**src/hdl/qcst_pkg.sv**
```systemverilog
// ============================================================================
// qcst_pkg: shared types and constants for the quadrature count speed tracker
// Holds the item structs, the controller/datapath interface structs and the
// sizing constants of the scaled division.
// ============================================================================
`timescale 1ns / 1ps
`default_nettype none

package qcst_pkg;

  // Number of encoder channels with their own tracking state.
  localparam int unsigned CHANNELS    = 2;
  // Counts per millisecond to counts per second.
  localparam int unsigned SPEED_SCALE = 1000;
  // |delta| * 1000 never exceeds 32768 * 1000, which fits in 25 bits.
  localparam int unsigned PROD_W      = 25;
  localparam int unsigned DIV_STEPS   = PROD_W;
  localparam int unsigned CNT_W       = $clog2(DIV_STEPS);

  typedef struct packed {
    logic        channel;
    logic [15:0] counter_value;
    logic [31:0] time_ms;
  } in_item_t;

  typedef struct packed {
    logic               out_channel;
    logic        [15:0] count_reading;
    logic signed [15:0] step_delta;
    logic signed [31:0] position_total;
    logic        [31:0] sample_time;
    logic signed [15:0] speed_per_second;
  } out_item_t;

  // Commands from the controller to the datapath.
  typedef struct packed {
    logic capture;   // latch the accepted item
    logic calc;      // read channel state, form delta, total and elapsed time
    logic scale;     // form |delta| * 1000 and seed the divider
    logic div_step;  // one restoring division step
    logic commit;    // update channel state and present the result
  } ctrl_cmd_t;

  // Status from the datapath back to the controller.
  typedef struct packed {
    logic skip_div;  // first sample, unknown channel or zero elapsed time
    logic div_last;  // the current division step is the final one
  } ctrl_sts_t;

endpackage : qcst_pkg

`default_nettype wire

```
**src/hdl/qcst_ctrl.sv**
```systemverilog
// ============================================================================
// qcst_ctrl: sequencing state machine
// Steps one item through capture, calculation, scaling, division and commit.
// ============================================================================
`timescale 1ns / 1ps
`default_nettype none

module qcst_ctrl (
  input  wire logic               clk_i,
  input  wire logic               rst_ni,
  input  wire logic               in_valid_i,
  output logic                    in_stall_o,
  input  wire logic               out_free_i,
  input  wire qcst_pkg::ctrl_sts_t sts_i,
  output qcst_pkg::ctrl_cmd_t      cmd_o
);
  import qcst_pkg::*;

  localparam logic [2:0] S_IDLE  = 3'd0;
  localparam logic [2:0] S_CALC  = 3'd1;
  localparam logic [2:0] S_SCALE = 3'd2;
  localparam logic [2:0] S_DIV   = 3'd3;
  localparam logic [2:0] S_DONE  = 3'd4;

  logic [2:0] state_q, state_d;

  always_ff @(posedge clk_i or negedge rst_ni) begin
    if (!rst_ni) begin
      state_q <= S_IDLE;
    end else begin
      state_q <= state_d;
    end
  end

  always_comb begin
    state_d = state_q;
    cmd_o   = '0;
    unique case (state_q)
      S_IDLE: begin
        if (in_valid_i) begin
          cmd_o.capture = 1'b1;
          state_d       = S_CALC;
        end
      end
      S_CALC: begin
        cmd_o.calc = 1'b1;
        state_d    = S_SCALE;
      end
      S_SCALE: begin
        cmd_o.scale = 1'b1;
        state_d     = sts_i.skip_div ? S_DONE : S_DIV;
      end
      S_DIV: begin
        cmd_o.div_step = 1'b1;
        if (sts_i.div_last) begin
          state_d = S_DONE;
        end
      end
      S_DONE: begin
        if (out_free_i) begin
          cmd_o.commit = 1'b1;
          state_d      = S_IDLE;
        end
      end
      default: begin
        state_d = S_IDLE;
      end
    endcase
  end

  assign in_stall_o = (state_q != S_IDLE);

endmodule : qcst_ctrl

`default_nettype wire

```
**src/hdl/qcst_dpath.sv**
```systemverilog
// ============================================================================
// qcst_dpath: per-channel state, delta arithmetic and speed divider
// Holds the channel records and a radix-2 restoring divider for the speed.
// ============================================================================
`timescale 1ns / 1ps
`default_nettype none

module qcst_dpath (
  input  wire logic                clk_i,
  input  wire logic                rst_ni,
  input  wire qcst_pkg::in_item_t  in_item_i,
  input  wire qcst_pkg::ctrl_cmd_t cmd_i,
  output qcst_pkg::ctrl_sts_t      sts_o,
  output qcst_pkg::out_item_t      result_o
);
  import qcst_pkg::*;

  // Channel records.
  logic        seen_q       [CHANNELS];
  logic [15:0] prev_count_q [CHANNELS];
  logic [31:0] total_acc_q  [CHANNELS];
  logic [31:0] prev_time_q  [CHANNELS];
  logic [15:0] held_speed_q [CHANNELS];

  // Working registers for the item in flight.
  in_item_t          item_q;
  logic              chan_ok_q;
  logic              first_q;
  logic              dt_zero_q;
  logic [15:0]       delta_q;
  logic [31:0]       total_q;
  logic [31:0]       dt_q;
  logic [31:0]       rem_q;
  logic [PROD_W-1:0] quo_q;
  logic [CNT_W-1:0]  cnt_q;

  logic              ch;
  logic              chan_ok;
  logic [15:0]       delta_d;
  logic [31:0]       dt_d;
  logic [16:0]       mag;
  logic [PROD_W-1:0] prod;
  logic [32:0]       trial;
  logic              ge;
  logic [15:0]       speed_sat;
  logic [15:0]       speed_new;

  assign ch      = item_q.channel;
  assign chan_ok = (32'(item_q.channel) < CHANNELS);
  assign delta_d = item_q.counter_value - prev_count_q[ch];
  assign dt_d    = item_q.time_ms - prev_time_q[ch];

  assign mag  = delta_q[15] ? 17'(17'h10000 - {1'b0, delta_q}) : {1'b0, delta_q};
  assign prod = {{(PROD_W-17){1'b0}}, mag} * PROD_W'(SPEED_SCALE);

  assign trial = {rem_q, quo_q[PROD_W-1]};
  assign ge    = (trial >= {1'b0, dt_q});

  // Truncated quotient saturated to the signed 16-bit range.
  always_comb begin
    if (delta_q[15]) begin
      speed_sat = (quo_q > PROD_W'(32768)) ? 16'h8000
                                           : 16'(17'h10000 - quo_q[16:0]);
    end else begin
      speed_sat = (quo_q > PROD_W'(32767)) ? 16'h7FFF : quo_q[15:0];
    end
  end

  assign speed_new = dt_zero_q ? held_speed_q[ch] : speed_sat;

  always_ff @(posedge clk_i) begin
    if (cmd_i.capture) begin
      item_q <= in_item_i;
    end
    if (cmd_i.calc) begin
      chan_ok_q <= chan_ok;
      first_q   <= !seen_q[ch];
      delta_q   <= delta_d;
      total_q   <= total_acc_q[ch] + {{16{delta_d[15]}}, delta_d};
      dt_q      <= dt_d;
      dt_zero_q <= (dt_d == 32'd0);
    end
    if (cmd_i.scale) begin
      quo_q <= prod;
      rem_q <= '0;
      cnt_q <= '0;
    end else if (cmd_i.div_step) begin
      rem_q <= ge ? 32'(trial - {1'b0, dt_q}) : trial[31:0];
      quo_q <= {quo_q[PROD_W-2:0], ge};
      cnt_q <= cnt_q + 1'b1;
    end
  end

  always_ff @(posedge clk_i or negedge rst_ni) begin
    if (!rst_ni) begin
      for (int i = 0; i < CHANNELS; i++) begin
        seen_q[i]       <= 1'b0;
        prev_count_q[i] <= '0;
        total_acc_q[i]  <= '0;
        prev_time_q[i]  <= '0;
        held_speed_q[i] <= '0;
      end
    end else if (cmd_i.commit && chan_ok_q) begin
      seen_q[ch]       <= 1'b1;
      prev_count_q[ch] <= item_q.counter_value;
      prev_time_q[ch]  <= item_q.time_ms;
      if (first_q) begin
        total_acc_q[ch]  <= '0;
        held_speed_q[ch] <= '0;
      end else begin
        total_acc_q[ch]  <= total_q;
        held_speed_q[ch] <= speed_new;
      end
    end
  end

  assign sts_o.skip_div = first_q || !chan_ok_q || dt_zero_q;
  assign sts_o.div_last = (cnt_q == CNT_W'(DIV_STEPS - 1));

  always_comb begin
    result_o.out_channel      = item_q.channel;
    result_o.count_reading    = item_q.counter_value;
    result_o.sample_time      = item_q.time_ms;
    result_o.step_delta       = '0;
    result_o.position_total   = '0;
    result_o.speed_per_second = '0;
    if (chan_ok_q && !first_q) begin
      result_o.step_delta       = delta_q;
      result_o.position_total   = total_q;
      result_o.speed_per_second = speed_new;
    end
  end

endmodule : qcst_dpath

`default_nettype wire

```
**src/hdl/quadrature_count_speed_tracker.sv**
```systemverilog
// ============================================================================
// quadrature_count_speed_tracker: encoder position and speed per channel
// Tracks wrapped counter changes, a running position total and a saturated
// counts-per-second speed for each encoder channel.
// ============================================================================
//
//  Channel   Direction  Handshake             Payload
//  in        sink       in_valid_i/in_stall_o  qcst_pkg::in_item_t
//  out       source     out_valid_o/out_stall_i qcst_pkg::out_item_t
//
// An item with elapsed time goes through acceptance, calculation, scaling,
// 25 divider steps and commit on its way to the result register.
// The restoring divider yields one quotient bit per cycle.
// A first sample, an unknown channel or zero elapsed time skips the divider.
// One item is in work at a time.
// Reset clears every channel record, so the next sample of each channel is
// treated as its first. A stalled result waits in the output register while
// the next item is taken in; commit waits until that register is free.
`timescale 1ns / 1ps
`default_nettype none

module quadrature_count_speed_tracker (
  input  wire logic                clk_i,
  input  wire logic                rst_ni,
  input  wire logic                in_valid_i,
  output logic                     in_stall_o,
  input  wire qcst_pkg::in_item_t  in_item_i,
  output logic                     out_valid_o,
  input  wire logic                out_stall_i,
  output qcst_pkg::out_item_t      out_item_o
);
  import qcst_pkg::*;

  ctrl_cmd_t cmd;
  ctrl_sts_t sts;
  out_item_t result;
  logic      out_free;
  logic      out_valid_q, out_valid_d;
  out_item_t out_item_q;

  // The output register is free when empty or being emptied this cycle.
  assign out_free = !out_valid_q || !out_stall_i;

  qcst_ctrl u_ctrl (
    .clk_i      (clk_i),
    .rst_ni     (rst_ni),
    .in_valid_i (in_valid_i),
    .in_stall_o (in_stall_o),
    .out_free_i (out_free),
    .sts_i      (sts),
    .cmd_o      (cmd)
  );

  qcst_dpath u_dpath (
    .clk_i     (clk_i),
    .rst_ni    (rst_ni),
    .in_item_i (in_item_i),
    .cmd_i     (cmd),
    .sts_o     (sts),
    .result_o  (result)
  );

  always_comb begin
    out_valid_d = out_valid_q;
    if (cmd.commit) begin
      out_valid_d = 1'b1;
    end else if (!out_stall_i) begin
      out_valid_d = 1'b0;
    end
  end

  always_ff @(posedge clk_i or negedge rst_ni) begin
    if (!rst_ni) begin
      out_valid_q <= 1'b0;
    end else begin
      out_valid_q <= out_valid_d;
    end
  end

  // The result is captured as the channel record is updated.
  always_ff @(posedge clk_i) begin
    if (cmd.commit) begin
      out_item_q <= result;
    end
  end

  assign out_valid_o = out_valid_q;
  assign out_item_o  = out_item_q;

  // A commit never overwrites a result that is still waiting.
  a_commit_free: assert property (@(posedge clk_i) disable iff (!rst_ni)
    cmd.commit |-> out_free)
    else $error("commit while the output register holds a stalled item");

  // A commit always leaves a valid result behind.
  a_commit_valid: assert property (@(posedge clk_i) disable iff (!rst_ni)
    cmd.commit |=> out_valid_q)
    else $error("result not presented after commit");

  // An accepted item closes the input until its result is committed.
  a_accept_busy: assert property (@(posedge clk_i) disable iff (!rst_ni)
    (in_valid_i && !in_stall_o) |=> (in_stall_o && !cmd.commit))
    else $error("input left open after acceptance");

endmodule : quadrature_count_speed_tracker

`default_nettype wire

```
**config.mk**
```make
export PLATFORM = sky130hd
export DESIGN_NAME = quadrature_count_speed_tracker
export DESIGN_NICKNAME = d
export VERILOG_FILES = /design/src/hdl/qcst_pkg.sv /design/src/hdl/qcst_ctrl.sv /design/src/hdl/qcst_dpath.sv /design/src/hdl/quadrature_count_speed_tracker.sv
export SDC_FILE = /design/constraint.sdc
export NUM_CORES = 1
export LEC_CHECK = 0
export ABC_AREA = 1
export BUFFER_PORTS_ARGS = -buffer_cell sky130_fd_sc_hd__buf_2
export CAP_MARGIN = 10
export CORE_MARGIN = 1
export CORE_UTILIZATION = 50
export CTS_CLUSTER_DIAMETER = 120
export DETAILED_ROUTE_END_ITERATION = 8
export GPL_ROUTABILITY_DRIVEN = 0
export MAX_ROUTING_LAYER = met4
export PLACE_DENSITY = 0.78
export SLEW_MARGIN = 40
export SYNTH_ARGS = -nofsm -noshare
export SYNTH_HDL_FRONTEND = slang
export SYNTH_SLANG_ARGS = --single-unit
export TNS_END_PERCENT = 20
```
**constraint.sdc**
```tcl
create_clock -name clk_i -period 7.3 [get_ports clk_i]
set_input_delay 0.73 -clock clk_i [delete_from_list [all_inputs] [get_ports clk_i]]
set_output_delay 0.73 -clock clk_i [all_outputs]
set_load 0.005 [all_outputs]
```
# ---- After elaboration in Yosys (flattened, before gate mapping)
# Index checks and enable logic that the tools add are counted.
# W data, S select, Z words.
dict set report word_totals {
  ff_bits 504
  input_bits 53
  out_inout_bits 115
  elab_cells 118
}
dict set report op_classes {
  n_addsub 7
  n_mul 1
  order_cmp 5
  eq_ne 9
  n_mux 49
  bitwise_logic 6
  n_reduce_logical 11
}
# op n
set op_table {}
lappend op_table {{$mux W32} 9}
lappend op_table {{$mux W16} 11}
lappend op_table {{$bwmux W64} 2}
lappend op_table {{$and A64 B64 Y64} 1}
lappend op_table {{$bwmux W32} 2}
lappend op_table {{$mux W64} 1}
lappend op_table {{$not A64 Y64} 1}
lappend op_table {{$sub A32 B32 Y32} 2}
lappend op_table {{$mux W25} 2}
lappend op_table {{$ge A33 B32 Y1} 1}
lappend op_table {{$add A32 B32 Y32} 1}
lappend op_table {{$and A32 B32 Y32} 1}
lappend op_table {{$demux W32 S1} 1}
lappend op_table {{$logic_not A32 Y1} 1}
lappend op_table {{$not A32 Y32} 1}
lappend op_table {{$gt A25 B15 Y1 const B} 1}
lappend op_table {{$gt A25 B16 Y1 const B} 1}
lappend op_table {{$mul A17 B7 Y22 const B} 1}
lappend op_table {{$mux W17} 1}
lappend op_table {{$sub A17 B16 Y17 const A} 1}
lappend op_table {{$demux W16 S1} 1}
lappend op_table {{$sub A1 B16 Y16 const A} 1}
lappend op_table {{$sub A16 B16 Y16} 1}
lappend op_table {{$pmux W3 S5} 1}
lappend op_table {{other kinds (21)} 42}

# ---- Depth between registers and ports, before layout
# Gate-level depths: netlist of the first run.
dict set report logic_depth {
  ltp_word 8
  depth_mapped 29
}

# ---- Cells and area by module
# A second synthesis of the first run with hierarchy kept.
dict set report hier_totals {
  cells_unflattened 3439
  hier_area_um2 29274.3
}
# module n_inst cells_each area_each_um2 seq_area_each_um2
set by_module_without_submodules {}
lappend by_module_without_submodules {qcst_dpath 1 3290 25618.3 10249.8}
lappend by_module_without_submodules {quadrature_count_speed_tracker 1 117 3434.5 3418.3}
lappend by_module_without_submodules {qcst_ctrl 1 32 221.5 75.1}

# ---- Worst setup path before layout of the first run
# OpenSTA, ideal clock, no wires.
dict set report synth_timing {
  path_kind {reg-to-reg}
  start {register u_ctrl.state_q[2]}
  end {register u_dpath.delta_q[0] (enable)}
  setup_ns 0.625
  arrival_ns 6.121
  required_ns 6.675
  path_slack_ns 0.554
  path_stages_with_launch 3
  synth_period_minus_slack_ns 6.746
  path_cell_list {dfrtp_1 buf_2 nor3_1}
}
dict set report synth_via {
  elab_chain_len 2
}
# item line_no
set synth_rtl {}
lappend synth_rtl {{start: declaration} qcst_ctrl.sv:25} ;# logic [2:0] state_q, state_d;
lappend synth_rtl {{start signal: assignment} qcst_ctrl.sv:31} ;# state_q <= state_d;
lappend synth_rtl {{$eq A3 B1 Y1} qcst_ctrl.sv:38} ;# unique case (state_q)
lappend synth_rtl {{$mux W1} qcst_ctrl.sv:38}
lappend synth_rtl {{end signal: assignment} qcst_dpath.sv:78} ;# delta_q <= delta_d;
lappend synth_rtl {{end: declaration} qcst_dpath.sv:30} ;# logic [15:0] delta_q;
# No other way between the ends.
# A chain may end at the register's enable or synchronous reset.

# ---- Final worst setup path of the first run
dict set report layout_timing {
  start {register u_dpath.delta_q[0]}
  end {register u_dpath.quo_q[23], data pin}
}
dict set report layout_via {
  elab_chain_len 4
}
# item line_no
set layout_rtl {}
lappend layout_rtl {{$sub A17 B16 Y17} qcst_dpath.sv:53} ;# assign mag = delta_q[15] ? 17'(17'h10000 - {1'b0, delta_q}) : {1'b0, delta_q};
lappend layout_rtl {{$mux W17 *} qcst_dpath.sv:53}
lappend layout_rtl {{$mul A17 B7 Y22 *} qcst_dpath.sv:54} ;# assign prod = {{(PROD_W-17){1'b0}}, mag} * PROD_W'(SPEED_SCALE);
lappend layout_rtl {{$mux W25 *} qcst_dpath.sv:83} ;# if (cmd_i.scale) begin
lappend layout_rtl {{end signal: assignment} qcst_dpath.sv:84} ;# quo_q <= prod;
lappend layout_rtl {{end signal: assignment} qcst_dpath.sv:89} ;# quo_q <= {quo_q[PROD_W-2:0], ge};
lappend layout_rtl {{end: declaration} qcst_dpath.sv:34} ;# logic [PROD_W-1:0] quo_q;
# Mark *: on every way between the ends. The rest lies on a longest branch, timed or not.

==> run metrics, run 1 <==
Die Wd 246 um; biggest area consumer among synthesized cells edfxtp_1; nets@finish 3996; DRT antenna net count 0; RSZ-0062 raised after global routing false; signal arrival time at the worst endpoint roughly 6 ns; largest net degree at the start of global routing 149; die area 60500 um^2; H-tree depth 2; Hold Vio Cnt, Final 5; first-pass GRT wire length 117 mm; f_max 0.175 GHz; top post-synthesis cells by count 1016 x nand2_1, 497 x inv_1, 287 x nor2_1; CTS Buffer Depth 3; Cell Area, Synth roughly 30000 um^2; DP Worst Slack 1.61 ns; worst-path maximum fanout 6; Initial Utilization 0.506; Min Clock Period, post-route 5.71 ns; postcts setup bufs 0; fin. max-slew vios 0; count leader, synth nand2_1; WHS -0.00626 ns; number of antenna violations at the first check in global routing 0; Sinks on Clock Net between 500 and 600; CTS tree yes; DRT Pass-1 Iters 6; Synth cell types 64; row cnt slightly below 90; Slew headroom 0.461; vias in the first global route approximately 23000; number of max-cap violations 0; CP startpoint kind register; cts hold-fix bufs 0; Final Instance Area 33300 um^2; crit share post-route 0.783; Mean Syn Cell Area 8.33 um^2; Crit Path Category register to register; Final Skew 0.0200 ns; worst skew pair latency between 0.6 and 0.7 ns; CP Data Required Time approximately 7.7 ns; GR Layer Usage met1 0.325; WL final 72.6 mm; Cells after Synth 3577; primary flip-flop cell chosen by synthesis mapping edfxtp_1; # IOs 168; GRT overflow 0; Placed Area 31400 um^2; GRT met2 Usage 0.392; fin worst setup slack 1.59 ns; CTS Buf Count 53; root buffer cell clkbuf_16; cts repair resizes 0; CP Capture Type register; n_diodes 0; Synth-to-Final Area Change 11.8%; Port-buffer cells 167; # setup viols final 0; register bit total from synthesis between 500 and 600; EDFF count, synth 266; failing checks negative hold slack; share of cells above drive strength 1 0.0942; Seq/Total Area, Yosys 0.461; initial drt markers 1892; post-route DRC violation count 0; worst-margin pin slew just over 0.8 ns; HPWL Detailed 52.1 mm; Reg clk slew, reported paths 0.06 ns; status finished with violations; post-synth top area share 0.268; die height 246 um; WL/cell 16.0 um; DR vias/cell 5.32; Final TNS setup 0 ns; Hold Path Class input port to asynchronous set/reset pin; via count 24200; leading post-synthesis cells by cell area edfxtp_1 27%, dfrtp_1 17%, nand2_1 13%; yosys warns 0; GR Util met3 0.0379; FILL cells 5158; layer carrying the most global-route usage met2; asr flop ratio synth 0.393; GRT Resource Usage Total 0.247; core area 58900 um^2
[worst paths after layout]
path,start,end,slack [ns],cells after the start
hold reg to reg,u_dpath.seen_q[0],u_dpath.seen_q[0],0.46,2
hold / removal,rst_ni,u_ctrl.state_q[1],-0.006,1
min in group clk_i,in_item_i[15],u_dpath.result_o[31],0.29,1
max in group asynchronous,rst_ni,u_dpath.total_acc_q[49],5.96,3
setup / recovery,u_dpath.delta_q[0],u_dpath.quo_q[23],1.59,23
setup reg to reg,u_dpath.delta_q[0],u_dpath.quo_q[23],1.59,23
[worst max-delay path, stage by stage, from the launching register on]
cell	delay, ns
edfxtp_1	0.51
inv_1	0.17
nand4_1	0.13
nand3b_1	0.20
nor2_1	0.14
nand4_1	0.12
nand2_1	0.11
xor2_1	0.42
inv_1	0.19
fa_1	0.61
fa_1	0.45
fa_1	0.49
fa_1	0.51
inv_1	0.04
ha_1	0.36
nand2_1	0.10
nor2_1	0.16
nand2_1	0.06
o21ai_0	0.31
nand2_1	0.10
nand3_1	0.12
nand2_1	0.06
nand2_1	0.05
o21ai_0	0.06
[registers in the layout (all words and copies together) (netlist names)]
name	count
u_dpath.total_q	32
u_dpath.quo_q	25
u_ctrl.state_q	3
u_dpath.prev_time_q	64
u_dpath.cnt_q	5
u_dpath.held_speed_q	32
u_dpath.first_q	1
u_dpath.ch	1
u_dpath.total_acc_q	64
u_dpath.delta_q	16
u_dpath.prev_count_q	32
u_dpath.dt_q	32
u_dpath.dt_zero_q	1
u_dpath.seen_q	2
out_valid_o	1
u_dpath.rem_q	32
u_dpath.result_o	48
out_item_o	113
[per-stage QoR]
step	instances	util	hold slack [ns]
2_1_floorplan	3579	-	0.421
3_3_place_gp	4446	0.533	0.435
4_1_cts	4548	0.564	0.221
6_report	4551	0.565	-0.00626
3_5_place_dp	4448	0.533	0.450
5_1_grt	4551	0.565	0.00724
[layout by cell type (no fill, tap or decap), types with 18 or more instances in the layout]
master / netlist / layout
buf_2: 35 / 166
fa_1: 54 / 54
nand4_1: 59 / 59
a21oi_1: 155 / 155
nor2_1: 287 / 285
xnor2_1: 25 / 25
dfrtp_1: 198 / 198
edfxtp_1: 266 / 266
nand2_1: 1016 / 1015
ha_1: 156 / 156
dfxtp_1: 40 / 40
nand3_1: 154 / 154
inv_1: 497 / 497
nor3_1: 27 / 25
clkbuf_1: 47 / 18
o21ai_0: 260 / 260
buf_4: 3 / 19
clkbuf_16: 0 / 55
xor2_1: 74 / 74
[cell families (layout without fill, tap and decap cells)]
kind of cell / after synthesis / in the layout / share of synthesized area
AOI/OAI and AO/OA: 533 / 533 / 0.0991
buffers and inverters: 609 / 808 / 0.0795
adders and majority gates: 210 / 210 / 0.102
xor gates and xnor gates: 101 / 101 / 0.0302
and+or+nand+nor: 1618 / 1618 / 0.228
DFF: 504 / 504 / 0.461
other: 2 / 4 / 0.000252
[layout make-up]
cell class	instances	area [um^2]	share of cell area
Clock inverter	22	320	0.00962
Tap cell	773	967	0.0290
Sequential cell	504	13700	0.413
Multi-Input combinational cell	2466	13700	0.412
Inverter	515	1940	0.0581
Clock buffer	78	1510	0.0454
Timing Repair Buffer	193	1110	0.0333
[routing by layer]
metal,wire length (um),vias up
met4,2070,0
li1,-,11900
met1,32100,11400
met2,33600,761
met3,4820,131
met5,0,-
Power of run 1 is not shown: default switching activity piles up to over one toggle a cycle in this logic, so the estimate is an artifact.
==> run 2, diff against run 1 <==
PLACE_DENSITY = 0.81   (was 0.78)
clock period = 5.1 ns   (was 7.3 ns; I/O delays follow)
==> run metrics, run 2 (synthesized netlist as in run 1, its figures left out) <==
CP Data Required Time 5.44 ns; GRT overflow 0; initial drt markers 2151; Die Wd 246 um; DRT Pass-1 Iters 6; CP startpoint kind register; Reg clk slew, reported paths 0.06 ns; FF-to-FF path depth 27; status finished with violations; CTS Buf Count 52; worst skew pair latency just over 0.6 ns; WL final 74.6 mm; Hold Path Class input port to register; Final Skew ~0.017 ns; f_max 0.189 GHz; DRT antenna net count 0; Port-buffer cells 167; Hold Path Origin in_item_i[38]; fin. max-slew vios 0; worst-margin pin slew 0.854 ns; failing checks negative setup slack; commonest non-fill, non-tap cell in the layout nand2_1; post-route DRC violation count 0; crit share post-route 1.04; # setup viols final 4; first-pass GRT wire length 120 mm; die area just over 60000 um^2; CP Capture Type register; Min Clock Period, post-route between 5 and 6 ns; Hold Vio Cnt, Final 0; Buf/Inv on CP 6; HPWL Detailed 52.7 mm; via count about 25000; hold path cells 1; CP max-delay cell fa_1; n_diodes 0; DR vias/cell 5.39; die height 246 um; Synth-to-Final Area Change 14.0%; Post-Layout Cell Count 4602; start of the worst register-to-register path u_dpath.delta_q[4]; setup slack, reg-to-reg -0.20 ns; GRT Resource Usage Total 0.253; WL/cell 16.2 um; H-tree depth 2; fin worst setup slack -0.199 ns; Crit Path Category register to register; worst hold path endpoint u_dpath.result_o[102]; nets@finish a little over 4000; max reg flops around 110; Sinks on Clock Net roughly 500; worst-path maximum fanout 5; Slew headroom 0.431; number of antenna violations at the first check in global routing 0; core area ~60000 um^2; CTS tree yes; most frequent cells in the layout 1010 x nand2_1, 491 x inv_1, 278 x nor2_1; RSZ-0062 raised after global routing true; Top delay family on crit path adder cells; largest net degree at the start of global routing around 120; CTS Buffer Depth 3; row cnt 89; share of cells above drive strength 1 0.122; Initial Utilization 0.506; most used cell, CP inv_1; R2R Path End u_dpath.quo_q[19]; root buffer cell clkbuf_16; # IOs roughly 170; vias in the first global route 23800; number of max-cap violations 0; max incr delay on CP 0.54 ns; placed insts between 4000 and 5000; signal arrival time at the worst endpoint 5.64 ns
-- run 2: worst max path at each step --
stage                             startpoint                end  cells after the start
after floorplan           u_dpath.delta_q[0]  u_dpath.quo_q[24]                     28
after global placement    u_dpath.delta_q[4]  u_dpath.quo_q[23]                     23
after detailed placement  u_dpath.delta_q[4]  u_dpath.quo_q[23]                     23
after CTS                 u_dpath.delta_q[1]  u_dpath.quo_q[24]                     28
after global routing      u_dpath.delta_q[4]  u_dpath.quo_q[19]                     27
final                     u_dpath.delta_q[4]  u_dpath.quo_q[19]                     27
-- run 2: worst reg2reg max path, cell delays in order, from the launching register on --
cell and delay (ns):
edfxtp_1 0.41, nor2_2 0.15, buf_4 0.12, nand2_1 0.07, nor2_2 0.12, nand3_1 0.09, nand2_2 0.11, buf_4 0.12
xor2_2 0.22, nand2_1 0.16, inv_1 0.11, nor2_1 0.07, ha_1 0.27, inv_1 0.05, fa_1 0.54, fa_1 0.45
fa_1 0.51, inv_1 0.05, ha_2 0.38, nand2_1 0.12, nor2_2 0.13, inv_1 0.07, nor2_1 0.11, nor2_1 0.07
o21ai_2 0.13, a21oi_1 0.14, o21ai_1 0.17, o21ai_1 0.09
-- run 2: metal layers --
layer	GRT usage	routed length, um	vias to the layer above
li1	-	-	12000
met1	0.332	32300	11600
met2	0.405	34800	961
met3	0.0326	5120	169
met4	0.0829	2360	0
met5	-	0	-
-- run 2: final cells by class --
| class | count | area, um^2 |
|---|---|---|
| sequential | 504 | 13700 |
| fill | 4976 | 25000 |
| clock buffer | 72 | 1440 |
| timing repair buffer | 247 | 1520 |
| clock inverter | 25 | 300 |
| inverter | 515 | 1940 |
| multi-input combinational | 2466 | 14000 |
| tap | 773 | 967 |
-- run 2: through the flow --
| step | setup slack [ns] | cell area [um^2] | util | TNS, ns | hold WS [ns] |
|---|---|---|---|---|---|
| floorplan | -0.0819 | 29800 | - | -0.162 | 0.214 |
| global placement | -0.0678 | 31700 | 0.538 | -0.0864 | 0.436 |
| detailed placement | -0.194 | 31700 | 0.539 | -0.488 | 0.443 |
| CTS | 0.00105 | 33600 | 0.570 | 0 | 0.0471 |
| global route | -0.371 | 33900 | 0.576 | -2.30 | 0.0498 |
| finish | -0.199 | 33900 | 0.576 | -0.587 | 0.0722 |
-- run 2: timing repair --
| item | 4_1_cts | 5_1_grt |
|---|---|---|
| hold buffers | 1 | 0 |
| buffers inserted | 3 | 8 |
| setup endpoints to repair | 5 | 16 |
| hold endpoints to repair | 39 | 0 |
| pin swaps | 6 | 32 |
| gates resized for setup | 17 | 62 |
Power of run 2 is left out for the same reason.
==> run 3, diff against run 2 <==
CELL_PAD_IN_SITES_DETAIL_PLACEMENT = 1   (was default)
CELL_PAD_IN_SITES_GLOBAL_PLACEMENT = 1   (was default)
CORE_UTILIZATION = 43   (was 50)
PLACE_DENSITY = 0.89   (was 0.81)
==> run metrics, run 3 (synthesized netlist as in run 1, its figures left out) <==
# setup viols final 10; f_max 0.176 GHz; Hold Path Origin in_item_i[28]; Buf/Inv on CP 5; RSZ-0062 raised after global routing true; GRT Resource Usage Total 0.295; die height 265 um; root buffer cell clkbuf_16; worst-margin pin slew 0.857 ns; CP startpoint kind register; die area 70300 um^2; Util after Layout 0.512; largest net degree at the start of global routing ~140; Hold Path Class input port to register; crit path launch u_dpath.delta_q[2]; footprint of the multi-input gates 14200 um^2; Post-Layout Cell Count between 4000 and 5000; CP max-delay cell fa_2; first-pass GRT wire length 159 mm; CTS Buf Count between 50 and 60; row cnt 96; max incr delay on CP 0.62 ns; nets@finish 4119; commonest non-fill, non-tap cell in the layout nand2_1; Initial Utilization 0.434; placed insts 4676; HPWL Detailed 67.0 mm; vias in the first global route ~29000; status finished with violations; via count 26900; DRT antenna net count 0; Final Skew 0.0682 ns; Die Wd 265 um; WL/cell between 20 and 25 um; CTS tree yes; WL final 102 mm; max reg flops 113; # IOs roughly 170; GRT overflow 0; failing checks negative setup slack; core area approximately 70000 um^2; fin worst setup slack -0.584 ns; cells along the critical path inv_2 > nand4_1 > nand3b_1 > nor2_2 > nand2_1 > nand2_1 > xor2_1 > buf_4 > fa_1 > inv_2 > fa_2 > fa_1 > fa_1 > inv_2 > ha_4 > buf_6 > nand2_2 > nor2_1 > a21o_1 > a21oi_1 > o21ai_0 > o21ai_0; CP Data Required Time 5.44 ns; worst-path maximum fanout 5; DR vias/cell around 5.6; initial drt markers ~2000; CP Capture Type register; share of cells above drive strength 1 0.143; signal arrival time at the worst endpoint roughly 6 ns; FILL cells 8149; post-route DRC violation count 0; number of antenna violations at the first check in global routing 5; worst skew pair latency approximately 0.68 ns; Port-buffer cells between 150 and 200; Top delay family on crit path adder cells; fin. max-slew vios 0; most frequent cells in the layout 1003 x nand2_1, 478 x inv_1, 271 x nor2_1; Sinks on Clock Net roughly 500; CTS Buffer Depth 3; Synth-to-Final Area Change 17.9%; DRT Pass-1 Iters 6; crit share post-route 1.11; Crit Path Category register to register; Reg clk slew, reported paths approximately 0.060 ns; Hold Vio Cnt, Final 0; Slew headroom 0.428; number of max-cap violations 0; Min Clock Period, post-route 5.68 ns; WHS between 0.015 and 0.02 ns; start of the worst register-to-register path u_dpath.delta_q[2]; H-tree depth 2; sequential cell area roughly 14000 um^2
-- run 3: cell count changes in the layout (fill, tap and decap cells not counted), moves of 6 or more --
cell           before   now
buf_6               4    14
ha_4                9    15
inv_2              21    34
nand2_1          1010  1003
nor2_1            278   271
xor2_2             11     5
inv_1             491   478
a21oi_1           150   142
a21oi_2             6    14
buf_4              71   101
dlygate4sd3_1       1    27
-- run 3: final cells by class --
cell class,instances,share of cell area
Antenna cell,2,0.000143
Clock buffer,82,0.0453
Clock inverter,25,0.00938
Inverter,515,0.0552
Multi-Input combinational cell,2466,0.405
Sequential cell,504,0.392
Tap cell,931,0.0332
Timing Repair Buffer,312,0.0599
-- run 3: stage by stage --
| step | setup TNS, ns | worst slack, ns | cell area (um^2) |
|---|---|---|---|
| detailed placement | -3.61 | -0.607 | 32100 |
| finish | -4.41 | -0.584 | 35100 |
| CTS | -0.742 | -0.111 | 34800 |
| global route | -6.24 | -0.699 | 35100 |
| floorplan | -0.162 | -0.0819 | 29800 |
| global placement | -0.0977 | -0.0513 | 32100 |
-- run 3: what timing repair did --
action / 4_1_cts / 5_1_grt
buffers inserted: 19 / 6
hold endpoints to repair: 120 / 0
pin swaps: 59 / 10
resized for setup: 89 / 55
hold buffers: 27 / 0
gates cloned: 0 / 0
setup endpoints to repair: 11 / 29
-- run 3: worst reg2reg max path: stages, from the launching register on --
cell      delay, ns
edfxtp_1       0.44
inv_2          0.15
nand4_1        0.14
nand3b_1       0.24
nor2_2         0.18
nand2_1        0.08
nand2_1        0.16
xor2_1         0.12
buf_4          0.18
fa_1           0.52
inv_2          0.07
fa_2           0.62
fa_1           0.49
fa_1           0.62
inv_2          0.08
ha_4           0.34
buf_6          0.12
nand2_2        0.07
nor2_1         0.21
a21o_1         0.22
a21oi_1        0.12
o21ai_0        0.12
o21ai_0        0.13
-- run 3: path summary, 6_finish.rpt --
kind | slack (ns) | depth (start not counted) | endpoint
setup / recovery | -0.58 | 22 | u_dpath.quo_q[18]
hold / removal | 0.02 | 1 | u_dpath.result_o[44]
setup reg to reg | -0.58 | 22 | u_dpath.quo_q[18]
hold reg to reg | 0.47 | 2 | u_dpath.prev_time_q[40]
max in group asynchronous | 3.57 | 3 | u_dpath.total_acc_q[1]
min in group asynchronous | 0.41 | 2 | u_dpath.prev_time_q[13]
-- run 3: per-layer routing --
| layer | routed length [um] | vias up | GRT usage | part of all wire |
|---|---|---|---|---|
| li1 | - | 12200 | - | - |
| met3 | 5540 | 345 | 0.0404 | 0.054 |
| met4 | 5230 | 0 | 0.142 | 0.051 |
| met2 | 50100 | 967 | 0.499 | 0.49 |
| met1 | 41300 | 13400 | 0.347 | 0.40 |
| met5 | 0 | - | - | 0 |
Power of run 3 is left out for the same reason.
